===== src/mss_pkg.sv =====
// Shared types, constants and helper functions for the move score sorter.
// Has no dependencies; every other file of the block imports it.
`default_nettype none

package mss_pkg;

  // Field widths of the request and result transactions.
  localparam int unsigned CODE_W   = 16;
  localparam int unsigned KIND_W   = 3;
  localparam int unsigned MKIND_W  = 2;
  localparam int unsigned VALUE_W  = 16;
  localparam int unsigned SCORE_W  = 18;

  // Configuration port geometry: six 32-bit registers at 4-byte spacing.
  localparam int unsigned NUM_PIECES = 6;
  localparam int unsigned APB_DATA_W = 32;
  localparam int unsigned APB_ADDR_W = 5;
  localparam int unsigned REG_IDX_W  = 3;

  // Register indexes, which are also the piece kind codes.
  localparam logic [REG_IDX_W-1:0] REG_PAWN   = 3'd0;
  localparam logic [REG_IDX_W-1:0] REG_KNIGHT = 3'd1;
  localparam logic [REG_IDX_W-1:0] REG_BISHOP = 3'd2;
  localparam logic [REG_IDX_W-1:0] REG_ROOK   = 3'd3;
  localparam logic [REG_IDX_W-1:0] REG_QUEEN  = 3'd4;
  localparam logic [REG_IDX_W-1:0] REG_KING   = 3'd5;

  // Request types.
  localparam logic REQ_LOAD  = 1'b0;
  localparam logic REQ_FETCH = 1'b1;

  // Move kinds.
  localparam logic [MKIND_W-1:0] MK_NORMAL     = 2'd0;
  localparam logic [MKIND_W-1:0] MK_PROMOTION  = 2'd1;
  localparam logic [MKIND_W-1:0] MK_EN_PASSANT = 2'd2;
  localparam logic [MKIND_W-1:0] MK_CASTLING   = 2'd3;

  // Bonus added for a capture or an en passant move.
  localparam logic [SCORE_W-1:0] CAPTURE_BONUS = 18'd10;

  // Piece value table, index 0 is the pawn.
  typedef logic [NUM_PIECES-1:0][VALUE_W-1:0] piece_vals_t;

  localparam piece_vals_t PIECE_RESET = {
    16'd20000, 16'd900, 16'd500, 16'd330, 16'd320, 16'd100
  };

  // One stored move of the sorted list.
  typedef struct packed {
    logic [CODE_W-1:0]  code;
    logic [SCORE_W-1:0] score;
  } entry_t;

  // Command broadcast to every cell of the chain in a cycle.
  typedef struct packed {
    logic               load;
    logic               fetch;
    logic [CODE_W-1:0]  code;
    logic [SCORE_W-1:0] score;
  } cell_cmd_t;

  // Value of a piece kind; the unused codes count as zero.
  function automatic logic [VALUE_W-1:0] kind_value(input logic [KIND_W-1:0] kind,
                                                    input piece_vals_t      vals);
    logic [VALUE_W-1:0] val;
    val = '0;
    if (kind < KIND_W'(NUM_PIECES)) begin
      val = vals[kind];
    end
    return val;
  endfunction

endpackage

`default_nettype wire


===== src/mss_cfg_regs.sv =====
// APB-style configuration registers holding the six piece values.
// Depends on mss_pkg for the register map and the reset values.
`default_nettype none

module mss_cfg_regs (
  input  wire logic                               clk_i,
  input  wire logic                               rst_ni,
  input  wire logic                               psel,
  input  wire logic                               penable,
  input  wire logic                               pwrite,
  input  wire logic [mss_pkg::APB_ADDR_W-1:0]     paddr,
  input  wire logic [mss_pkg::APB_DATA_W-1:0]     pwdata,
  output logic      [mss_pkg::APB_DATA_W-1:0]     prdata,
  output logic                                    pready,
  output mss_pkg::piece_vals_t                    piece_vals_o
);
  import mss_pkg::*;

  piece_vals_t            vals_q, vals_d;
  logic [REG_IDX_W-1:0]   reg_idx;
  logic                   idx_ok;

  // Registers sit on word boundaries; the low address bits are ignored.
  assign reg_idx = paddr[APB_ADDR_W-1:2];
  assign idx_ok  = (reg_idx < REG_IDX_W'(NUM_PIECES));
  assign pready  = 1'b1;

  // A write lands in the access phase; unmapped addresses are ignored.
  always_comb begin
    vals_d = vals_q;
    if (psel && penable && pwrite && idx_ok) begin
      vals_d[reg_idx] = pwdata[VALUE_W-1:0];
    end
  end

  always_ff @(posedge clk_i or negedge rst_ni) begin
    if (!rst_ni) begin
      vals_q <= PIECE_RESET;
    end else begin
      vals_q <= vals_d;
    end
  end

  // Read back the addressed register, zero for unmapped addresses.
  always_comb begin
    prdata = '0;
    if (idx_ok) begin
      prdata = APB_DATA_W'(vals_q[reg_idx]);
    end
  end

  assign piece_vals_o = vals_q;

endmodule

`default_nettype wire


===== config.mk =====
export PLATFORM = sky130hd
export DESIGN_NAME = mss_cfg_regs
export DESIGN_NICKNAME = d
export VERILOG_FILES = /design/src/mss_pkg.sv /design/src/mss_cfg_regs.sv
export SDC_FILE = /design/constraint.sdc
export NUM_CORES = 1
export LEC_CHECK = 0
export BUFFER_PORTS_ARGS = -buffer_cell sky130_fd_sc_hd__buf_2
export CORE_AREA = 5 5 103 105
export CTS_BUF_LIST = sky130_fd_sc_hd__clkbuf_4
export DETAILED_ROUTE_END_ITERATION = 10
export DIE_AREA = 0 0 108 110
export HOLD_SLACK_MARGIN = 0.1
export PLACE_DENSITY = 0.85
export SLEW_MARGIN = 20
export SYNTH_ARGS = -nofsm -noshare
export SYNTH_HDL_FRONTEND = slang
export SYNTH_SLANG_ARGS = --single-unit
export TNS_END_PERCENT = 5

===== constraint.sdc =====
create_clock -name clk_i -period 1.69 [get_ports clk_i]
set_clock_uncertainty 0.15 [all_clocks]
set_input_delay 0.338 -clock clk_i [delete_from_list [all_inputs] [get_ports clk_i]]
set_output_delay 0.338 -clock clk_i [all_outputs]
set_load 0.1 [all_outputs]

## Word level (Yosys, flattened, before mapping)

Cells that the tools add are included.

| storage, ports and cells | value |
|---|---|
| register bits | 96 |
| bits of input ports | 42 |
| output and inout port bits | 129 |
| word-level logic and storage cells | 19 |

| cells by class | value |
|---|---|
| magnitude comparators | 3 |
| muxes and demuxes | 6 |
| reduce and logical (&&, ||, !) cells | 4 |

Operators by type and width:

| cell | count |
|---|---|
| bitwise mux 96 bit | 1 |
| binary-select mux 16 bit (select 3 bit) | 1 |
| demux 16 bit (select 3 bit) | 1 |
| two-way mux 16 bit | 3 |
| logical AND 1 bit | 4 |
| less-than comparator 3 x 4 -> 1 bit, second input constant | 1 |
| >= comparator 3 x 1 -> 1 bit, second input constant | 1 |
| less-than comparator 3 bit, second input constant | 1 |

## Logic depth before layout (Yosys ltp)

Gate-level depths: netlist of the first run.

| depth | value |
|---|---|
| depth after elaboration | 5 |
| depth in mapped cells | 5 |
| depth with buffers taken out | 3 |

## Least setup slack after synthesis of the first run

No wires, ideal clock.

| timing | value |
|---|---|
| path kind | register to output |
| start point | register vals_q (netlist bit piece_vals_o[80]) |
| end point | output port prdata[0] (netlist bit) |
| arrival | 3.210 ns |
| required time | 1.202 ns |
| setup slack | -2.008 ns |
| cell stages (with the launch flop) | 3 |
| path buffers | 0 |
| cells stage by stage | dfrtp_1 mux2i_1 o21ai_0 |

| between the ends | value |
|---|---|
| cells in the longest elaborated chain, start to end | 3 |

Ends and longest elaborated chain:

| element | RTL line | text |
|---|---|---|
| start: declaration | mss_cfg_regs.sv:19 | `piece_vals_t vals_q, vals_d;` |
| start signal: assignment | mss_cfg_regs.sv:40 | `vals_q <= vals_d;` |
| binary-select mux 16 bit (select 3 bit) | mss_cfg_regs.sv:48 | `prdata = APB_DATA_W'(vals_q[reg_idx]);` |
| two-way mux 16 bit (not written as such) | mss_cfg_regs.sv:48 |  |
| two-way mux 16 bit | mss_cfg_regs.sv:47 | `if (idx_ok) begin` |
| end: declaration | mss_cfg_regs.sv:13 | `output logic [mss_pkg::APB_DATA_W-1:0] prdata,` |

Every way passes these cells. The select of a mux whose other input is x is not followed.

## Worst setup path after layout of the first run

| timing | value |
|---|---|
| start point | register vals_q (netlist bit piece_vals_o[26]) |
| end point | output port prdata[10] (netlist bit) |

The elaborated chain is that of the path after synthesis.

==> results of run 1 <==
==> layer usage <==
| metal | up-vias | GRT usage | routed length [um] |
|---|---|---|---|
| met1 | 1813 | 0.288 | 5750 |
| met3 | 28 | 0.0577 | 867 |
| met2 | 154 | 0.433 | 7910 |
| met5 | - | 0 | 0 |
| met4 | 0 | 0.0974 | 327 |
| li1 | 1560 | - | - |
==> power breakdown <==
part / total [mW] / internal [mW] / switching, mW
clock network: 1.38 / 0.646 / 0.735
registers: 3.38 / 2.92 / 0.463
logic: 7.19 / 2.17 / 5.02
total: 12.0 / 5.73 / 6.22
==> area by class of cell <==
cell class / count / area (um2) / share of cell area
repair buffers: 211 / 2560 / 0.331
flip-flops and latches: 96 / 2550 / 0.331
multi-input cells: 204 / 2270 / 0.294
well taps: 133 / 166 / 0.0216
clock buffers: 12 / 90.1 / 0.0117
clock inverters: 4 / 68.8 / 0.00892
inverters: 3 / 11.3 / 0.00146
==> cell usage after synthesis (2+ instances only) <==
cell type | count | share of area
buf_8 | 2 | 0.0064
buf_2 | 5 | 0.0054
buf_4 | 20 | 0.032
a221o_1 | 3 | 0.0064
nor2_4 | 2 | 0.0048
nor2_8 | 4 | 0.017
mux2i_1 | 42 | 0.090
o21ai_1 | 3 | 0.0032
o32ai_1 | 3 | 0.0056
dfrtp_1 | 72 | 0.39
mux2_2 | 39 | 0.094
conb_1 | 2 | 0.0016
o22a_1 | 13 | 0.024
o21ai_0 | 10 | 0.011
dfstp_2 | 24 | 0.13
inv_1 | 3 | 0.0024
mux2_1 | 60 | 0.14
buf_6 | 5 | 0.012
==> worst max path at each step <==
stage / to / cells past startpoint
2_1_floorplan: prdata[11] / 2
3_3_place_gp: prdata[3] / 6
3_5_place_dp: prdata[4] / 6
4_1_cts: prdata[10] / 3
5_1_grt: prdata[10] / 4
6_report: prdata[10] / 4
==> stage by stage <==
| step | worst slack [ps] | std cells |
|---|---|---|
| after global placement | -335 | 625 |
| final | -535 | 663 |
| after global routing | -615 | 663 |
| after detailed placement | -392 | 625 |
| after CTS | -503 | 661 |
| after floorplan | -293 | 336 |
==> timing repair <==
item / in CTS / in global routing
pin swaps: 7 / 2
gates resized for setup: 115 / 41
setup buffers: 3 / 2
setup endpoints to repair: 112 / 57
hold buffers: 17 / 0
hold endpoints to repair: 171 / 0
==> kinds of logic after synthesis <==
kind of cell | after synthesis | share of synthesized area
buffers and inverters | 36 | 0.0592
AOI/OAI and AO/OA | 32 | 0.0503
other | 2 | 0.00161
muxes | 141 | 0.329
DFF | 96 | 0.521
and+or+nand+nor | 14 | 0.0396
==> worst max-delay path, stage by stage (launching register included) <==
cell and delay, ps:
dfrtp_2 440, mux2i_1 150, o32ai_1 150, a221o_4 380, buf_12 180
==> metrics.yaml, run 1 <==
fin_area_um2: 7720
place_area_um2: 6840
antenna_found_initial: 0
r2r_cells: 4
ys_warn_count: 0
grt_max_degree: 41
grt_usage: 0.245
die_w_um: 108
yosys_register_bits: 96
start_kind: "flip-flop"
via_per_inst: 5.36
grt-ovfl-total: 0
hold_class: "primary input to asynchronous set/reset pin"
num-nets-final: 567
rsz0062_at_grt: "yes"
power_density_nw_per_um2: 1550
yosys_most_used_dff: "dfrtp_1"
r2r-end: "piece_vals_o[65]$_DFFE_PN0P_"
worstSetupPathType: "flip-flop to output port"
cts_buffers: 9
fin_crit_sh: 1.32
cts.reportedPaths.clkPinSlew_ps: 150
port_buffers: 135
fin_setup_tns_ps: -7750
place_hpwl_mm: 9.60
dieHeight_um: 110
die_area_um2: 11900
first_pass_iters: 4
cp_max_fo: 2
status: "complete, but fails checks"
wirelength_mm: 14.9
wire_per_inst_um: 22.4
finalMaxSlewViolations: 0
fillers: 493
n_antenna_cell: 0
grt_pass1_wl_mm: 22.0
syn-cell-area_um2: 4670
drive_gt1_frac: 0.711
cp_data_required_time_ps: 1200
synth_edf_count: 0
vdd.ir_drop.worst_mv: 1.06
syn_area_per_cell_um2: 14.6
fmaxAchievable_ghz: 0.449
largest_reg_flops: 96
reg2reg_slack_ps: 400
vias: 3555
synthArstFlopShare: 1.00
area_delta_synth_final_pct: 65.2
period_needed_ps: 2230
gp_congestion: 0.825
final_antenna_net_count: 0
fin_util: 0.808
grt_pass1_vias: 3979
drv_cap: 0
clockRootBuffer: "clkbuf_4"
leakagePower_nw: 3.48
final_common_cell: "dfrtp_2"
violations: "setup timing"
cts_tree: "done"
whs_ps: 208
final_cell_mix: "dfrtp_2, buf_4, buf_12"
drt_iter0_markers: 127
netlist_instances: 321
drc: 0
critPathCaptureType: "output port"
r2r-start: "piece_vals_o[65]$_DFFE_PN0P_"
cts_sinks: 96
yosysSeqAreaShare: 0.521
clk_path_buf_depth: 2
setup_viol: 42
core.rowCount: 36
ys_types: 27
core_um2: 9550
htreeDepth: 3
initial_utilization: 0.489
layout_setup_ws_ps: -535
final_hold_viol_count: 0
ios: 171
p_total_mw: 12.0
crit_arrival_ps: 1740
clk_latency_ps: 420
crit_start: "piece_vals_o[26]$_DFFE_PN0P_"
Power figures use the tool's default switching activity.
==> run 2: changes to the inputs <==
--- a/config.mk
+++ b/config.mk
@@ -6,12 +6,12 @@
 export NUM_CORES = 1
 export LEC_CHECK = 0
 export BUFFER_PORTS_ARGS = -buffer_cell sky130_fd_sc_hd__buf_2
-export CORE_AREA = 5 5 103 105
+export CORE_AREA = 5 5 122 170
 export CTS_BUF_LIST = sky130_fd_sc_hd__clkbuf_4
 export DETAILED_ROUTE_END_ITERATION = 10
-export DIE_AREA = 0 0 108 110
+export DIE_AREA = 0 0 127 175
 export HOLD_SLACK_MARGIN = 0.1
-export PLACE_DENSITY = 0.85
+export PLACE_DENSITY = 0.53
 export SLEW_MARGIN = 20
 export SYNTH_ARGS = -nofsm -noshare
 export SYNTH_HDL_FRONTEND = slang
==> constraint.sdc (replaced) <==
create_clock -name clk_i -period 1.85 [get_ports clk_i]
set_clock_uncertainty 0.15 [all_clocks]
set_input_delay 0.37 -clock clk_i [delete_from_list [all_inputs] [get_ports clk_i]]
set_output_delay 0.37 -clock clk_i [all_outputs]
set_load 0.1 [all_outputs]
==> metrics.yaml, run 2 (synthesis gave the netlist of run 1 again) <==
status: "complete, but fails checks"
violations: "setup timing"
vdd.ir_drop.worst_mv: 0.654  # -39%
antenna_found_initial: 1  # +1
cts_sinks: 96  # unchanged
critPathMaxStageDelay_ps: 440  # about the same
wire_per_inst_um: 19.3  # -14%
r2r-end: "piece_vals_o[74]$_DFFE_PN0P_"
r2r_cells: 2  # -2
fmaxAchievable_ghz: 0.449
fin_crit_sh: 1.20
wirelength_mm: 14.6  # -1.8%
crit_slowest_cell: "dfrtp_2"
path_delay_family: "compound AO/OA/AOI/OAI gates"
vias: 3313  # -6.8%
cp_max_fo: 2  # unchanged
final_cell_mix: "buf_4, dfrtp_2, mux2_1"
cts_buffers: 9  # unchanged
gp_congestion: 0.713  # -13%
num-nets-final: 545  # -3.9%
cp_data_required_time_ps: 1330  # +130 ps
cp_num_buf_inv: 1  # unchanged
worstSetupPathType: "flip-flop to output port"
via_per_inst: 4.37  # -18%
die_w_um: 127  # +18%
initial_utilization: 0.245  # -0.244
clockRootBuffer: "clkbuf_4"
reg2reg_slack_ps: 760  # +360 ps
setup_viol: 16  # -62%
start_kind: "flip-flop"
ios: 171  # unchanged
period_needed_ps: 2230
place_hpwl_mm: 10.6  # +11%
core_um2: 19100  # +100%
clk_latency_ps: 440  # +20 ps
hold_class: "primary input to asynchronous set/reset pin"
core.rowCount: 60  # +67%
fillers: 1860  # +280%
fin_cells: 758  # +14%
htreeDepth: 3  # unchanged
rsz0062_at_grt: "yes"
ff_latch_area_um2: 2550  # unchanged
drive_gt1_frac: 0.695  # -0.0164
power_density_nw_per_um2: 1400  # -9.6%
critPathCaptureType: "output port"
largest_reg_flops: 96  # unchanged
drv_cap: 0  # unchanged
cts_tree: "done"
area_delta_synth_final_pct: 57.2
drc: 0  # unchanged
dp_cells: 720  # +15%
port_buffers: 135  # unchanged
fin_util: 0.385  # -0.423
path_depth: 4  # unchanged
drt_iter0_markers: 97  # -24%
layout_setup_ws_ps: -376  # +159 ps
crit_arrival_ps: 1710  # -30 ps
grt_usage: 0.133  # -0.111
final_antenna_net_count: 0  # unchanged
die_area_um2: 22200  # +87%
grt-ovfl-total: 0  # unchanged
first_pass_iters: 4  # unchanged
grt_max_degree: 34  # -17%
cts.reportedPaths.clkPinSlew_ps: 150  # about the same
dieHeight_um: 175  # +59%
finalMaxSlewViolations: 0  # unchanged
leakagePower_nw: 3.24  # -6.7%
grt_pass1_vias: 3742  # -6.0%
multiInputGateArea_um2: 2270  # unchanged
final_common_cell: "buf_4"
clk_path_buf_depth: 2  # unchanged
fin_setup_tns_ps: -4490  # +3260 ps
r2r-start: "piece_vals_o[74]$_DFFE_PN0P_"
final_hold_viol_count: 0  # unchanged
grt_pass1_wl_mm: 22.5  # +2.2%
crit_chain: "mux2i_1, o32ai_1, a221o_4, buf_12"
[run 2: changes by cell type in the layout (fill, tap and decap cells not counted), sizes merged]
cell / before / now
buf: 194 / 159
clkbuf: 12 / 22
clkinv: 2 / 3
clkinvlp: 0 / 2
diode: 0 / 2
[run 2: cell type report]
type                       count  share of cell area
sequential                    96               0.347
multi-input combinational    204               0.309
timing repair buffer         189               0.278
tap                          248              0.0422
clock inverter                 7              0.0118
clock buffer                   9             0.00920
inverter                       3             0.00153
antenna                        2            0.000681
[run 2: what timing repair did]
action / 4_1_cts / 5_1_grt
setup endpoints to repair: 95 / 50
pin swaps: 4 / 1
hold buffers: 17 / 0
resized for setup: 106 / 25
setup buffers: 3 / 0
hold endpoints to repair: 177 / 0
[run 2: worst max-delay path by stage]
stage / start / end / slack, ps
6_report: piece_vals_o[10]$_DFFE_PN0P_ / prdata[10] / -380
5_1_grt: piece_vals_o[26]$_DFFE_PN0P_ / prdata[10] / -470
4_1_cts: piece_vals_o[10]$_DFFE_PN0P_ / prdata[10] / -460
3_5_place_dp: paddr[4] / prdata[13] / -280
3_3_place_gp: paddr[4] / prdata[13] / -280
2_1_floorplan: piece_vals_o[91]$_DFFE_PN1P_ / prdata[11] / -160
[run 2: power breakdown]
group	internal [mW]	switching [mW]
logic	1.56	4.43
registers	2.67	0.399
clock network	0.535	0.696
[run 2: layer usage]
metal	up-vias	global-route usage	share of wire
li1	1510	-	-
met1	1673	0.161	0.42
met2	110	0.233	0.52
met3	20	0.0333	0.053
met4	0	0.0403	0.015
met5	-	0	0
[run 2: per-stage QoR]
stage | power [mW] | hold slack (ps) | setup slack, ps | instance area (um2)
finish | 10.3 | 215 | -376 | 7350
global route | 10.7 | 200 | -469 | 7350
CTS | 10.3 | 175 | -456 | 7260
detailed placement | 8.69 | 154 | -285 | 6610
global placement | 8.63 | 154 | -280 | 6610
floorplan | 7.47 | -75.6 | -165 | 5130
