## config.mk

```make
export PLATFORM = sky130hd
export DESIGN_NAME = mss_cell
export DESIGN_NICKNAME = d
export VERILOG_FILES = /design/src/mss_pkg.sv /design/src/mss_cell.sv
export SDC_FILE = /design/constraint.sdc
export NUM_CORES = 1
export LEC_CHECK = 0
export BUFFER_PORTS_ARGS = -buffer_cell sky130_fd_sc_hd__buf_2
export CORE_MARGIN = 3
export CORE_UTILIZATION = 28
export CTS_BUF_LIST = sky130_fd_sc_hd__clkbuf_4 sky130_fd_sc_hd__clkbuf_8 sky130_fd_sc_hd__clkbuf_16
export CTS_CLUSTER_DIAMETER = 40
export DETAILED_ROUTE_END_ITERATION = 16
export PLACE_DENSITY = 0.54
export SLEW_MARGIN = 0
export SYNTH_ARGS = -nofsm -noshare
export SYNTH_HDL_FRONTEND = slang
export SYNTH_SLANG_ARGS = --single-unit
```

## constraint.sdc

```tcl
create_clock -name clk_i -period 5.55 [get_ports clk_i]
set_input_delay 0.2775 -clock clk_i [delete_from_list [all_inputs] [get_ports clk_i]]
set_output_delay 0.2775 -clock clk_i [all_outputs]
set_load 0.01 [all_outputs]
```

## src/mss_pkg.sv

```systemverilog
// Shared types, constants and helper functions for the move score sorter.
// Has no dependencies; every other file of the block imports it.
`default_nettype none

package mss_pkg;

  // Field widths of the request and result transactions.
  localparam int unsigned CODE_W   = 16;
  localparam int unsigned KIND_W   = 3;
  localparam int unsigned MKIND_W  = 2;
  localparam int unsigned VALUE_W  = 16;
  localparam int unsigned SCORE_W  = 18;

  // Configuration port geometry: six 32-bit registers at 4-byte spacing.
  localparam int unsigned NUM_PIECES = 6;
  localparam int unsigned APB_DATA_W = 32;
  localparam int unsigned APB_ADDR_W = 5;
  localparam int unsigned REG_IDX_W  = 3;

  // Register indexes, which are also the piece kind codes.
  localparam logic [REG_IDX_W-1:0] REG_PAWN   = 3'd0;
  localparam logic [REG_IDX_W-1:0] REG_KNIGHT = 3'd1;
  localparam logic [REG_IDX_W-1:0] REG_BISHOP = 3'd2;
  localparam logic [REG_IDX_W-1:0] REG_ROOK   = 3'd3;
  localparam logic [REG_IDX_W-1:0] REG_QUEEN  = 3'd4;
  localparam logic [REG_IDX_W-1:0] REG_KING   = 3'd5;

  // Request types.
  localparam logic REQ_LOAD  = 1'b0;
  localparam logic REQ_FETCH = 1'b1;

  // Move kinds.
  localparam logic [MKIND_W-1:0] MK_NORMAL     = 2'd0;
  localparam logic [MKIND_W-1:0] MK_PROMOTION  = 2'd1;
  localparam logic [MKIND_W-1:0] MK_EN_PASSANT = 2'd2;
  localparam logic [MKIND_W-1:0] MK_CASTLING   = 2'd3;

  // Bonus added for a capture or an en passant move.
  localparam logic [SCORE_W-1:0] CAPTURE_BONUS = 18'd10;

  // Piece value table, index 0 is the pawn.
  typedef logic [NUM_PIECES-1:0][VALUE_W-1:0] piece_vals_t;

  localparam piece_vals_t PIECE_RESET = {
    16'd20000, 16'd900, 16'd500, 16'd330, 16'd320, 16'd100
  };

  // One stored move of the sorted list.
  typedef struct packed {
    logic [CODE_W-1:0]  code;
    logic [SCORE_W-1:0] score;
  } entry_t;

  // Command broadcast to every cell of the chain in a cycle.
  typedef struct packed {
    logic               load;
    logic               fetch;
    logic [CODE_W-1:0]  code;
    logic [SCORE_W-1:0] score;
  } cell_cmd_t;

  // Value of a piece kind; the unused codes count as zero.
  function automatic logic [VALUE_W-1:0] kind_value(input logic [KIND_W-1:0] kind,
                                                    input piece_vals_t      vals);
    logic [VALUE_W-1:0] val;
    val = '0;
    if (kind < KIND_W'(NUM_PIECES)) begin
      val = vals[kind];
    end
    return val;
  endfunction

endpackage

`default_nettype wire

```

## src/mss_cell.sv

```systemverilog
// One cell of the insertion chain: holds one move and its score.
// Depends on mss_pkg for the entry and command types.
`default_nettype none

module mss_cell (
  input  wire logic               clk_i,
  input  wire mss_pkg::cell_cmd_t cmd_i,
  input  wire logic               occupied_i,
  input  wire logic               prev_keep_i,
  input  wire mss_pkg::entry_t    prev_i,
  input  wire mss_pkg::entry_t    next_i,
  output logic                    keep_o,
  output mss_pkg::entry_t         entry_o
);
  import mss_pkg::*;

  entry_t entry_q, entry_d;

  // A held move stays put when it scores at least as high as the new one,
  // which keeps equal scores in load order.
  assign keep_o = occupied_i && (entry_q.score >= cmd_i.score);

  // On a load the cell keeps its move, takes the new one, or takes its
  // upper neighbour's move as the list opens a gap. On a fetch the list
  // moves up by one place.
  always_comb begin
    entry_d = entry_q;
    if (cmd_i.load) begin
      if (!keep_o) begin
        if (prev_keep_i) begin
          entry_d.code  = cmd_i.code;
          entry_d.score = cmd_i.score;
        end else begin
          entry_d = prev_i;
        end
      end
    end else if (cmd_i.fetch) begin
      entry_d = next_i;
    end
  end

  always_ff @(posedge clk_i) begin
    entry_q <= entry_d;
  end

  assign entry_o = entry_q;

endmodule

`default_nettype wire

```

# Yosys cells after proc, flatten, opt, wreduce, memory -nomap -nowiden
# Index checks and enable logic that the tools add are counted.
[totals] regBits=34 latch_bits=0 ram_bits=0 mem_bits_ro=0 in_bits=107 word_cells=11 n_memories=0
[op_classes] n_addsub=0 n_mul=0 div_mod_pow=0 order_cmp=1 eq_ne=1 shift=0 muxes=4 bitwise_logic=0 reduce_logical=3
[ops] cell="34-bit two-way mux" count=4
[ops] cell="18-bit >= comparator" count=1
[ops] cell="2-bit inequality test (second input constant)" count=1
[ops] cell="2-bit AND reduction" count=1
[ops] cell="2-bit nonzero test" count=1
[ops] cell="1-bit logical AND" count=1

# Logic depth before layout (Yosys ltp)
# Gate-level depths: netlist of run 1.
[logic_depth] word_depth=4 depth_mapped=7 ltp_nobuf=7

# Worst setup path before layout of run 1
# No wires, ideal clock.
[synth_timing] path_kind="register -> register" startpoint="register entry_q, in the netlist entry_o[9]" endpoint="register entry_q, in the netlist entry_o[0] (enable)" t_arrival_ps=2965 required_ps=5120 path_slack_ps=2156 stages_incl_launch_ff=7 path_buffers=0 cell_sequence="edfxtp_1 > ha_1 > a21oi_2 > o21ai_1 > a21o_1 > a311o_1 > o21ai_1"
[synth_between] elab_chain_len=4
[synth_rtl] element="start, declared" line_no="mss_cell.sv:17" source="entry_t entry_q, entry_d;"
[synth_rtl] element="start signal, assigned" line_no="mss_cell.sv:43" source="entry_q <= entry_d;"
[synth_rtl] element="18-bit >= comparator" line_no="mss_cell.sv:21" source="assign keep_o = occupied_i && (entry_q.score >= cmd_i.score);"
[synth_rtl] element="1-bit logical AND" line_no="mss_cell.sv:21"
[synth_rtl] element="2-bit inequality test (no line)"
[synth_rtl] element="2-bit AND reduction (no line)"
# Every way passes these cells.
# A chain may end at the register's enable or synchronous reset.

# Worst setup path after layout of run 1
[layout_timing] startpoint="register entry_q, in the netlist entry_o[17]" endpoint="register entry_q, in the netlist entry_o[28] (enable)"
# The elaborated chain is that of the path after synthesis.

==> flow_results.xml, run 1 <==
<?xml version="1.0" encoding="UTF-8"?>
<metrics>
  <group name="status">
    <metric name="outcome" unit="">finished clean</metric>
  </group>
  <group name="clock_tree">
    <metric name="post-cts-setup-buffers" unit="">0</metric>
    <metric name="tritoncts.num_buffers" unit="">5</metric>
    <metric name="post_cts_resized" unit="">0</metric>
    <metric name="clk-insertion-delay-late" unit="ps">280</metric>
    <metric name="clock_tree.buffer_depth" unit="">2</metric>
    <metric name="cts.hold.buffers_added" unit="">0</metric>
    <metric name="cts-htree-levels" unit="">2</metric>
    <metric name="cts_root_buf" unit="">sky130_fd_sc_hd__clkbuf_8</metric>
    <metric name="clock_transition_at_the_registers_of_the_reported_paths" unit="ps">70</metric>
    <metric name="cts_tree" unit="">done</metric>
    <metric name="tritoncts_num_sinks" unit="">34</metric>
  </group>
  <group name="logic_synthesis">
    <metric name="synth_top_family_by_area" unit="">multiplexers</metric>
    <metric name="synth_area_leader_cell" unit="">sky130_fd_sc_hd__edfxtp_1</metric>
    <metric name="xor_xnor_share_of_the_synthesized_area" unit="">0</metric>
    <metric name="synthDistinctLibCells" unit="">20</metric>
    <metric name="syn-cell-area" unit="um^2">2180</metric>
    <metric name="net_count_synth" unit="">340</metric>
    <metric name="post_synth.cell_area_avg" unit="um^2">10.1</metric>
    <metric name="postSynthRegisterBits" unit="">34</metric>
    <metric name="yosys_synthesis_warning_count" unit="">0</metric>
    <metric name="post_synth_inst_count" unit="">215</metric>
    <metric name="synth_area_leaders" unit="">sky130_fd_sc_hd__edfxtp_1 47%, sky130_fd_sc_hd__mux2i_1 16%, sky130_fd_sc_hd__ha_1 10%, sky130_fd_sc_hd__a21oi_1 9.6%, sky130_fd_sc_hd__nor2_1 6.2%</metric>
    <metric name="synthMuxAreaShare" unit="">0.156</metric>
    <metric name="area_fraction_in_compound_gates_after_synthesis" unit="">0.125</metric>
    <metric name="synth_fa_ha_area_frac" unit="">0.103</metric>
    <metric name="yosysSeqAreaShare" unit="">0.469</metric>
    <metric name="synth_top_area_share" unit="">0.469</metric>
    <metric name="yosys.area_share.simple" unit="">0.0873</metric>
  </group>
  <group name="sta">
    <metric name="hold_slack" unit="ps">312</metric>
    <metric name="fin_tns_setup" unit="ps">0</metric>
    <metric name="maxClockFrequency" unit="MHz">364</metric>
    <metric name="timing_worst_slew_pin_value" unit="ps">1100</metric>
    <metric name="worst_slack" unit="ps">2800</metric>
    <metric name="fin_skew" unit="ps">3.07</metric>
    <metric name="slew_headroom" unit="">0.265</metric>
    <metric name="rsz0062_at_grt" unit="">false</metric>
    <metric name="maxSlewViolCount" unit="">0</metric>
    <metric name="report.final.hold_viol_count" unit="">0</metric>
    <metric name="final-setup-viol-count" unit="">0</metric>
    <metric name="final_period_minus_worst_setup_slack" unit="ps">2750</metric>
    <metric name="final.period_utilization" unit="">0.495</metric>
  </group>
  <group name="global_route">
    <metric name="first_global_vias" unit="">1929</metric>
    <metric name="grt_max_degree" unit="">72</metric>
    <metric name="grt_first_pass_wirelength" unit="mm">8.73</metric>
    <metric name="grt_overflow_total" unit="">0</metric>
    <metric name="gr-usage-all-layers" unit="">0.126</metric>
    <metric name="grt_antenna_before_repair" unit="">1</metric>
  </group>
  <group name="route">
    <metric name="detailroute.wirelength.met2" unit="mm">2.71</metric>
    <metric name="met3RoutedLength" unit="um">536</metric>
    <metric name="num_vias" unit="">1999</metric>
    <metric name="drt-pass1-iter-count" unit="">4</metric>
    <metric name="wl_per_cell" unit="um">12.4</metric>
    <metric name="max_layer_used" unit="">met5</metric>
    <metric name="antenna_violating_nets_post_route" unit="">0</metric>
    <metric name="drt-total-wl" unit="mm">5.62</metric>
    <metric name="drc" unit="">0</metric>
    <metric name="wl_met1" unit="mm">2.30</metric>
    <metric name="via_per_inst" unit="">4.42</metric>
    <metric name="detail_route.iter0.violations" unit="">34</metric>
  </group>
  <group name="power_and_ir_drop">
    <metric name="cellPowerDensity" unit="nW/um^2">229</metric>
    <metric name="p_switching" unit="uW">199</metric>
    <metric name="max-vdd-ir-drop" unit="mV">0.0922</metric>
    <metric name="power_frac_clock" unit="">0.254</metric>
    <metric name="sw_frac_of_total" unit="">0.284</metric>
    <metric name="internal_power" unit="uW">502</metric>
    <metric name="total_leakage_power" unit="uW">0.00155</metric>
    <metric name="combinationalPowerShare" unit="">0.271</metric>
    <metric name="share_seq_of_total_power" unit="">0.475</metric>
  </group>
  <group name="layout">
    <metric name="antenna_cells_inserted" unit="">0</metric>
    <metric name="finish.utilization" unit="">0.412</metric>
    <metric name="layout-drive-gt1-share" unit="">0.428</metric>
    <metric name="largest_register_ff_count" unit="">34</metric>
    <metric name="finish.cell_count_without_fillers" unit="">452</metric>
    <metric name="mostFrequentLayoutCell" unit="">sky130_fd_sc_hd__buf_2</metric>
    <metric name="area_delta_synth_final" unit="%">40.2</metric>
    <metric name="finalNetCount" unit="">477</metric>
    <metric name="layout.cells.most_common_list" unit="">141 x sky130_fd_sc_hd__buf_2, 42 x sky130_fd_sc_hd__a21oi_1, 36 x sky130_fd_sc_hd__nor2_1</metric>
  </group>
  <group name="place">
    <metric name="pre_cts_worst_setup_slack" unit="ps">2700</metric>
    <metric name="dpl.hpwl" unit="mm">4.34</metric>
    <metric name="placed_cells_incl_taps" unit="">444</metric>
    <metric name="port-buffer-count" unit="">141</metric>
    <metric name="gp_congestion" unit="">0.715</metric>
  </group>
  <group name="min_path">
    <metric name="hp-class" unit="">input port to register</metric>
  </group>
  <group name="floorplan">
    <metric name="die_w" unit="um">94.2</metric>
    <metric name="initial_core_util" unit="">0.294</metric>
    <metric name="top_level_ports" unit="">142</metric>
    <metric name="vertical_die_dimension" unit="um">94.2</metric>
    <metric name="coreArea" unit="um^2">7410</metric>
    <metric name="die_area" unit="um^2">8870</metric>
    <metric name="fp-row-count" unit="">31</metric>
  </group>
  <group name="run">
    <metric name="max-cap-violations" unit="">0</metric>
  </group>
  <group name="setup_path">
    <metric name="required" unit="ps">5450</metric>
    <metric name="worstPathMaxFanout" unit="">34</metric>
    <metric name="crit_path_start_kind" unit="">register</metric>
    <metric name="kind_of_end_point_of_the_critical_path" unit="">register</metric>
    <metric name="path_class" unit="">register to register</metric>
    <metric name="cp.arrival" unit="ps">2650</metric>
  </group>
</metrics>
[synthesized netlist by cell type]
library cell,number
sky130_fd_sc_hd__a21o_1,2
sky130_fd_sc_hd__a21oi_1,42
sky130_fd_sc_hd__a21oi_2,1
sky130_fd_sc_hd__a311o_1,1
sky130_fd_sc_hd__and2_1,1
sky130_fd_sc_hd__buf_2,1
sky130_fd_sc_hd__buf_4,3
sky130_fd_sc_hd__clkbuf_1,8
sky130_fd_sc_hd__edfxtp_1,34
sky130_fd_sc_hd__ha_1,18
sky130_fd_sc_hd__inv_1,19
sky130_fd_sc_hd__mux2i_1,34
sky130_fd_sc_hd__nand2_1,5
sky130_fd_sc_hd__nand2b_1,1
sky130_fd_sc_hd__nand3_1,1
sky130_fd_sc_hd__nand4_1,3
sky130_fd_sc_hd__nor2_1,36
sky130_fd_sc_hd__o21ai_0,1
sky130_fd_sc_hd__o21ai_1,3
sky130_fd_sc_hd__o221ai_1,1
[worst max-delay path, stage by stage (launching register included)]
cell and delay (ps):
sky130_fd_sc_hd__edfxtp_1 390, sky130_fd_sc_hd__ha_1 330, sky130_fd_sc_hd__a21oi_1 170, sky130_fd_sc_hd__o21ai_1 90
sky130_fd_sc_hd__a21o_1 150, sky130_fd_sc_hd__a311o_1 360, sky130_fd_sc_hd__o21ai_4 850
[area by class of cell]
class / instances / area [um^2]
Fill cell: 778 / 4350
Multi-Input combinational cell: 150 / 1040
Sequential cell: 34 / 1020
Timing Repair Buffer: 142 / 713
Tap cell: 99 / 124
Clock buffer: 6 / 76.3
Inverter: 19 / 71.3
Clock inverter: 2 / 8.76
[power groups by stage]
stage / clock network [uW] / logic, uW / registers [uW]
6_report: 178 / 190 / 333
5_1_grt: 198 / 217 / 336
2_1_floorplan: 0 / 88.1 / 354
4_1_cts: 189 / 195 / 333
3_5_place_dp: 0 / 194 / 338
3_3_place_gp: 0 / 192 / 337
[logic make-up after synthesis]
logic type / count (synthesis)
AOI/OAI and AO/OA: 51
and+or+nand+nor: 47
muxes: 34
DFF: 34
buffers and inverters: 31
adders and majority gates: 18
[routing by layer]
metal	global-route usage	vias to the layer above
met1	0.141	871
met2	0.221	78
met3	0.0473	7
li1	-	1041
met4	0.0361	2
met5	0	-
[through the flow]
step                      cell area, um^2  power [uW]
after floorplan                      2180         443
after global placement               2970         529
after detailed placement             2970         533
after CTS                            3050         717
after global routing                 3050         751
final                                3050         701
[final timing paths]
| path | to | slack [ps] | from | cells after the start |
|---|---|---|---|---|
| min reg2reg | entry_o[2] | 1430 | entry_o[13] | 5 |
| max reg2reg | entry_o[28] | 2800 | entry_o[17] | 6 |
| max | entry_o[28] | 2800 | entry_o[17] | 6 |
| min | entry_o[5] | 310 | next_i[5] | 3 |
No activity file was read; power rests on OpenSTA's default activity.
==> inputs of run 2 (changes only) <==
--- a/config.mk
+++ b/config.mk
@@ -11,7 +11,7 @@
 export CTS_BUF_LIST = sky130_fd_sc_hd__clkbuf_4 sky130_fd_sc_hd__clkbuf_8 sky130_fd_sc_hd__clkbuf_16
 export CTS_CLUSTER_DIAMETER = 40
 export DETAILED_ROUTE_END_ITERATION = 16
-export PLACE_DENSITY = 0.54
+export PLACE_DENSITY = 0.56
 export SLEW_MARGIN = 0
 export SYNTH_ARGS = -nofsm -noshare
 export SYNTH_HDL_FRONTEND = slang
==> constraint.sdc (replaced) <==
create_clock -name clk_i -period 2.3 [get_ports clk_i]
set_input_delay 0.115 -clock clk_i [delete_from_list [all_inputs] [get_ports clk_i]]
set_output_delay 0.115 -clock clk_i [all_outputs]
set_load 0.01 [all_outputs]
==> run 2 against run 1 <==
Wire length is 7.0% higher. Worst setup slack worse by 2700 ps. Flip-flop and latch count stayed put. Largest power group unchanged. Critical endpoint is now entry_o[23]. Fmax is 26% higher. Die area stayed put. Sequential power is 140% higher. Core utilization is 2.5 points higher. Design area is 6.1% higher.
==> flow_results.xml, run 2 (same netlist as run 1, synthesis figures left out) <==
<?xml version="1.0" encoding="UTF-8"?>
<metrics>
  <group name="status">
    <metric name="outcome" unit="">finished clean</metric>
  </group>
  <group name="route">
    <metric name="wl_per_cell" unit="um">13.0</metric>
    <metric name="detail_route.iter0.violations" unit="">40</metric>
    <metric name="drt-pass1-iter-count" unit="">4</metric>
    <metric name="drc" unit="">0</metric>
    <metric name="antenna_violating_nets_post_route" unit="">0</metric>
    <metric name="via_per_inst" unit="">4.43</metric>
    <metric name="num_vias" unit="">2042</metric>
    <metric name="drt-total-wl" unit="mm">6.01</metric>
  </group>
  <group name="clock_tree">
    <metric name="cts_root_buf" unit="">sky130_fd_sc_hd__clkbuf_8</metric>
    <metric name="clock_transition_at_the_registers_of_the_reported_paths" unit="ps">70</metric>
    <metric name="cts-htree-levels" unit="">2</metric>
    <metric name="cts.hold.buffers_added" unit="">0</metric>
    <metric name="clock_tree.buffer_depth" unit="">2</metric>
    <metric name="tritoncts_num_sinks" unit="">34</metric>
    <metric name="tritoncts.num_buffers" unit="">5</metric>
    <metric name="cts_tree" unit="">done</metric>
    <metric name="clk-insertion-delay-late" unit="ps">280</metric>
  </group>
  <group name="floorplan">
    <metric name="initial_core_util" unit="">0.294</metric>
    <metric name="top_level_ports" unit="">142</metric>
    <metric name="die_area" unit="um^2">8870</metric>
    <metric name="die_w" unit="um">94.2</metric>
    <metric name="fp-row-count" unit="">31</metric>
    <metric name="coreArea" unit="um^2">7410</metric>
    <metric name="vertical_die_dimension" unit="um">94.2</metric>
  </group>
  <group name="sta">
    <metric name="final.period_utilization" unit="">0.947</metric>
    <metric name="maxClockFrequency" unit="MHz">459</metric>
    <metric name="report.final.hold_viol_count" unit="">0</metric>
    <metric name="final_period_minus_worst_setup_slack" unit="ps">2180</metric>
    <metric name="fin_skew" unit="ps">7.76</metric>
    <metric name="timing_worst_slew_pin_value" unit="ps">448</metric>
    <metric name="maxSlewViolCount" unit="">0</metric>
    <metric name="rsz0062_at_grt" unit="">false</metric>
    <metric name="fin_tns_setup" unit="ps">0</metric>
    <metric name="slew_headroom" unit="">0.701</metric>
    <metric name="final-setup-viol-count" unit="">0</metric>
    <metric name="hold_slack" unit="ps">144</metric>
  </group>
  <group name="global_route">
    <metric name="grt_first_pass_wirelength" unit="mm">9.15</metric>
    <metric name="first_global_vias" unit="">1948</metric>
    <metric name="grt_max_degree" unit="">33</metric>
    <metric name="grt_antenna_before_repair" unit="">1</metric>
    <metric name="grt_overflow_total" unit="">0</metric>
    <metric name="gr-usage-all-layers" unit="">0.132</metric>
  </group>
  <group name="setup_path">
    <metric name="required" unit="ps">2290</metric>
    <metric name="kind_of_end_point_of_the_critical_path" unit="">register</metric>
    <metric name="timing.critical_path.cells" unit="">inv_1, ha_1, nand2b_4, a21oi_4, o221ai_2, a311o_1, o21ai_4, buf_12, buf_6</metric>
    <metric name="worst_path_max_delay_cell" unit="">sky130_fd_sc_hd__edfxtp_1</metric>
    <metric name="path_class" unit="">register to register</metric>
    <metric name="crit_path_start_kind" unit="">register</metric>
    <metric name="cp.arrival" unit="ps">2170</metric>
    <metric name="worstPathMaxFanout" unit="">9</metric>
    <metric name="max_stage_delay" unit="ps">380</metric>
  </group>
  <group name="layout">
    <metric name="layout.cells.most_common_list" unit="">141 x sky130_fd_sc_hd__buf_2, 41 x sky130_fd_sc_hd__a21oi_1, 36 x sky130_fd_sc_hd__nor2_1</metric>
    <metric name="finish.cell_count_without_fillers" unit="">461</metric>
    <metric name="stdcell_area" unit="um^2">3240</metric>
    <metric name="layout-drive-gt1-share" unit="">0.459</metric>
    <metric name="antenna_cells_inserted" unit="">0</metric>
    <metric name="filler_cell_count" unit="">758</metric>
    <metric name="finalNetCount" unit="">486</metric>
    <metric name="largest_register_ff_count" unit="">34</metric>
    <metric name="mostFrequentLayoutCell" unit="">sky130_fd_sc_hd__buf_2</metric>
    <metric name="area_delta_synth_final" unit="%">48.8</metric>
  </group>
  <group name="run">
    <metric name="max-cap-violations" unit="">0</metric>
  </group>
  <group name="place">
    <metric name="port-buffer-count" unit="">141</metric>
    <metric name="postPlaceCellArea" unit="um^2">3040</metric>
    <metric name="placed_cells_incl_taps" unit="">449</metric>
    <metric name="gp_congestion" unit="">0.720</metric>
    <metric name="dpl.hpwl" unit="mm">4.95</metric>
  </group>
  <group name="min_path">
    <metric name="hp-class" unit="">input port to register</metric>
  </group>
  <group name="power_and_ir_drop">
    <metric name="max-vdd-ir-drop" unit="mV">0.216</metric>
    <metric name="cellPowerDensity" unit="nW/um^2">543</metric>
    <metric name="total_leakage_power" unit="uW">0.00163</metric>
  </group>
</metrics>
[run 2: critical path: cells and delay by family (launching register included)]
kind	cells	cell delay, ps
adder cells (fa/ha/maj)	1	220
flip-flops	1	380
AO/OA/AOI/OAI	4	790
AND/OR/NAND/NOR	1	150
buffers and inverters	3	350
[run 2: worst paths after layout]
| check | start | to | slack [ps] | cells after the start |
|---|---|---|---|---|
| min | next_i[2] | entry_o[2] | 140 | 3 |
| max | entry_o[0] | entry_o[23] | 120 | 9 |
| max reg2reg | entry_o[0] | entry_o[23] | 120 | 9 |
| min reg2reg | entry_o[5] | entry_o[6] | 1340 | 7 |
[run 2: cell type report]
| type | instances | area, um^2 | share of cell area |
|---|---|---|---|
| sequential | 34 | 1020 | 0.315 |
| multi-input combinational | 150 | 1090 | 0.337 |
| timing repair buffer | 151 | 848 | 0.262 |
| clock inverter | 3 | 16.3 | 0.00502 |
| inverter | 19 | 71.3 | 0.0220 |
| tap | 99 | 124 | 0.0382 |
| clock buffer | 5 | 68.8 | 0.0212 |
[run 2: timing repair]
item                       in CTS  in global routing
gates resized for setup         0                  6
buffers inserted                0                  1
setup endpoints to repair       0                 35
[run 2: per-layer routing]
metal	vias to the layer above	GRT usage	share of wire
met5	-	0	0.0012
met2	79	0.219	0.49
met1	888	0.163	0.39
met3	7	0.0457	0.099
li1	1066	-	-
met4	2	0.0325	0.010
[run 2: power breakdown]
part | internal [uW] | total [uW] | leakage [uW] | switching, uW
sequential | 775 | 801 | 0.000336 | 26.7
combinational | 270 | 537 | 0.00125 | 268
clock | 207 | 421 | 0.0000416 | 214
[run 2: metrics by stage]
stage	utilization	total power, uW	setup WS (ps)
2_1_floorplan	-	1080	-115
3_3_place_gp	0.411	1300	167
3_5_place_dp	0.411	1310	145
4_1_cts	0.422	1740	90.6
5_1_grt	0.438	1890	3.31
6_report	0.438	1760	121
==> inputs of run 3 (changes only) <==
==> constraint.sdc (replaced) <==
create_clock -name clk_i -period 2.3 [get_ports clk_i]
set_input_delay 0.345 -clock clk_i [delete_from_list [all_inputs] [get_ports clk_i]]
set_output_delay 0.345 -clock clk_i [all_outputs]
set_load 0.01 [all_outputs]
==> run 3 against run 2 <==
Power grew 7.7%. Global-route usage shrank 0.39 points. Clock-buffer cell count is the same. Non-clock buffer count grew 1. Critical path depth shrank 1. Clock skew shrank 4.2 ps. Fmax shrank 4.1%. Register-to-register slack lost 70 ps. Design area grew 4.1%. Sequential share of layout area shrank 1.2 points. Flip-flop and latch count is the same. Critical path type is now register to output pin. Wire length shrank 0.23%.
==> flow_results.xml, run 3 (same netlist as run 1, synthesis figures left out) <==
<?xml version="1.0" encoding="UTF-8"?>
<metrics>
  <group name="clock_tree">
    <metric name="cts-htree-levels" unit="">2</metric>
    <metric name="clk-insertion-delay-late" unit="ps">280</metric>
    <metric name="clock_transition_at_the_registers_of_the_reported_paths" unit="ps">60</metric>
    <metric name="tritoncts.num_buffers" unit="">5</metric>
    <metric name="cts_tree" unit="">done</metric>
    <metric name="clock_tree.buffer_depth" unit="">2</metric>
    <metric name="cts_root_buf" unit="">sky130_fd_sc_hd__clkbuf_8</metric>
    <metric name="tritoncts_num_sinks" unit="">34</metric>
    <metric name="cts.hold.buffers_added" unit="">0</metric>
  </group>
  <group name="global_route">
    <metric name="grt_first_pass_wirelength" unit="mm">8.93</metric>
    <metric name="grt_antenna_before_repair" unit="">2</metric>
    <metric name="grt_overflow_total" unit="">0</metric>
    <metric name="first_global_vias" unit="">2003</metric>
    <metric name="grt_max_degree" unit="">35</metric>
    <metric name="gr-usage-all-layers" unit="">0.128</metric>
  </group>
  <group name="power_and_ir_drop">
    <metric name="share_seq_of_total_power" unit="">0.425</metric>
    <metric name="total_leakage_power" unit="uW">0.00166</metric>
    <metric name="power_frac_clock" unit="">0.270</metric>
    <metric name="sw_frac_of_total" unit="">0.267</metric>
    <metric name="p_switching" unit="uW">507</metric>
    <metric name="max-vdd-ir-drop" unit="mV">0.283</metric>
    <metric name="internal_power" unit="uW">1390</metric>
    <metric name="combinationalPowerShare" unit="">0.304</metric>
    <metric name="cellPowerDensity" unit="nW/um^2">562</metric>
  </group>
  <group name="sta">
    <metric name="fin_skew" unit="ps">3.53</metric>
    <metric name="maxClockFrequency" unit="MHz">440</metric>
    <metric name="report.final.hold_viol_count" unit="">0</metric>
    <metric name="final.period_utilization" unit="">0.988</metric>
    <metric name="final_period_minus_worst_setup_slack" unit="ps">2270</metric>
    <metric name="final-setup-viol-count" unit="">0</metric>
    <metric name="maxSlewViolCount" unit="">0</metric>
    <metric name="rsz0062_at_grt" unit="">true</metric>
    <metric name="timing_worst_slew_pin_value" unit="ps">391</metric>
    <metric name="slew_headroom" unit="">0.740</metric>
  </group>
  <group name="layout">
    <metric name="finalNetCount" unit="">487</metric>
    <metric name="filler_cell_count" unit="">750</metric>
    <metric name="finish.cell_count_without_fillers" unit="">462</metric>
    <metric name="layout-drive-gt1-share" unit="">0.481</metric>
    <metric name="finish.utilization" unit="">0.455</metric>
    <metric name="largest_register_ff_count" unit="">34</metric>
    <metric name="area_delta_synth_final" unit="%">54.9</metric>
    <metric name="mostFrequentLayoutCell" unit="">sky130_fd_sc_hd__buf_2</metric>
    <metric name="multi_input_comb_area" unit="um^2">1150</metric>
    <metric name="area.sequential" unit="um^2">1020</metric>
    <metric name="layout.cells.most_common_list" unit="">140 x sky130_fd_sc_hd__buf_2, 39 x sky130_fd_sc_hd__a21oi_1, 35 x sky130_fd_sc_hd__nor2_1</metric>
  </group>
  <group name="route">
    <metric name="drt-total-wl" unit="mm">6.00</metric>
    <metric name="drt-pass1-iter-count" unit="">4</metric>
    <metric name="detail_route.iter0.violations" unit="">38</metric>
    <metric name="antenna_violating_nets_post_route" unit="">0</metric>
    <metric name="drc" unit="">0</metric>
    <metric name="wl_per_cell" unit="um">13.0</metric>
    <metric name="via_per_inst" unit="">4.46</metric>
    <metric name="num_vias" unit="">2060</metric>
  </group>
  <group name="floorplan">
    <metric name="die_w" unit="um">94.2</metric>
    <metric name="fp-row-count" unit="">31</metric>
    <metric name="initial_core_util" unit="">0.294</metric>
    <metric name="top_level_ports" unit="">142</metric>
    <metric name="vertical_die_dimension" unit="um">94.2</metric>
    <metric name="die_area" unit="um^2">8870</metric>
    <metric name="coreArea" unit="um^2">7410</metric>
  </group>
  <group name="run">
    <metric name="max-cap-violations" unit="">0</metric>
  </group>
  <group name="place">
    <metric name="port-buffer-count" unit="">141</metric>
    <metric name="placed_cells_incl_taps" unit="">448</metric>
    <metric name="dpl.hpwl" unit="mm">4.71</metric>
    <metric name="gp_congestion" unit="">0.733</metric>
  </group>
  <group name="setup_path">
    <metric name="worstPathMaxFanout" unit="">2</metric>
    <metric name="required" unit="ps">1960</metric>
    <metric name="cp.arrival" unit="ps">1930</metric>
    <metric name="path_class" unit="">register to output pin</metric>
    <metric name="crit_path_start_kind" unit="">register</metric>
    <metric name="kind_of_end_point_of_the_critical_path" unit="">output pin</metric>
  </group>
  <group name="status">
    <metric name="outcome" unit="">finished clean</metric>
  </group>
  <group name="min_path">
    <metric name="hp-class" unit="">input port to register</metric>
  </group>
</metrics>
==> run 3: cell count changes in the layout (fill, tap and decap cells not counted), moves of 2 or more <==
cell / change
sky130_fd_sc_hd__a21oi_1: -2
sky130_fd_sc_hd__ha_1: -4
sky130_fd_sc_hd__ha_4: +4
sky130_fd_sc_hd__buf_12: +2
sky130_fd_sc_hd__a21oi_2: +2
==> run 3: final cells by class <==
| class | count | share of cell area |
|---|---|---|
| diodes | 1 | 0.000742 |
| well taps | 99 | 0.0367 |
| clock buffers | 5 | 0.0204 |
| repair buffers | 152 | 0.267 |
| inverters | 19 | 0.0211 |
| flip-flops and latches | 34 | 0.303 |
| clock inverters | 2 | 0.0100 |
| multi-input cells | 150 | 0.341 |
==> run 3: metrics by stage <==
| stage | area, um^2 | setup WS [ps] | TNS (ps) | total power [uW] | hold WS (ps) |
|---|---|---|---|---|---|
| 2_1_floorplan | 2210 | -115 | -3920 | 1080 | 571 |
| 3_3_place_gp | 3060 | -1.40 | -11.1 | 1310 | 665 |
| 3_5_place_dp | 3060 | -28.4 | -543 | 1310 | 665 |
| 4_1_cts | 3200 | -114 | -611 | 1860 | 369 |
| 5_1_grt | 3370 | -66.7 | -538 | 2030 | 371 |
| 6_report | 3370 | 27.4 | 0 | 1900 | 378 |
==> run 3: final timing paths <==
kind	start	endpoint	slack, ps	cells past startpoint
max	entry_o[0]	keep_o	30	8
min reg2reg	entry_o[5]	entry_o[26]	1410	8
min	next_i[21]	entry_o[21]	380	3
max reg2reg	entry_o[0]	entry_o[15]	50	10
==> run 3: routing by layer <==
layer  vias to the layer above  share of wire  global-route usage
met1                       906           0.40               0.140
li1                       1068              -                   -
met4                         2         0.0077              0.0325
met2                        78           0.50               0.229
met3                         6          0.094              0.0505
met5                         -         0.0018                   0
==> run 3: power groups by stage <==
stage	registers (uW)	clock network (uW)	logic, uW
3_5_place_dp	816	0	499
6_report	806	512	577
5_1_grt	813	571	644
3_3_place_gp	815	0	491
4_1_cts	804	535	521
2_1_floorplan	854	0	222
==> run 3: timing repair <==
action,in CTS,in global routing
hold endpoints to repair,0,0
setup endpoints to repair,1,35
pin swaps,5,4
gates resized for setup,6,9
setup buffers,1,1
gates cloned,0,4
==> run 3: worst max-delay path, stage by stage (launching register included) <==
cell and delay [ps]:
sky130_fd_sc_hd__edfxtp_1 400, sky130_fd_sc_hd__inv_2 90, sky130_fd_sc_hd__ha_4 190, sky130_fd_sc_hd__nand2b_4 140
sky130_fd_sc_hd__a21oi_4 130, sky130_fd_sc_hd__o221ai_2 130, sky130_fd_sc_hd__a311o_1 300, sky130_fd_sc_hd__and2_4 150
sky130_fd_sc_hd__buf_6 120
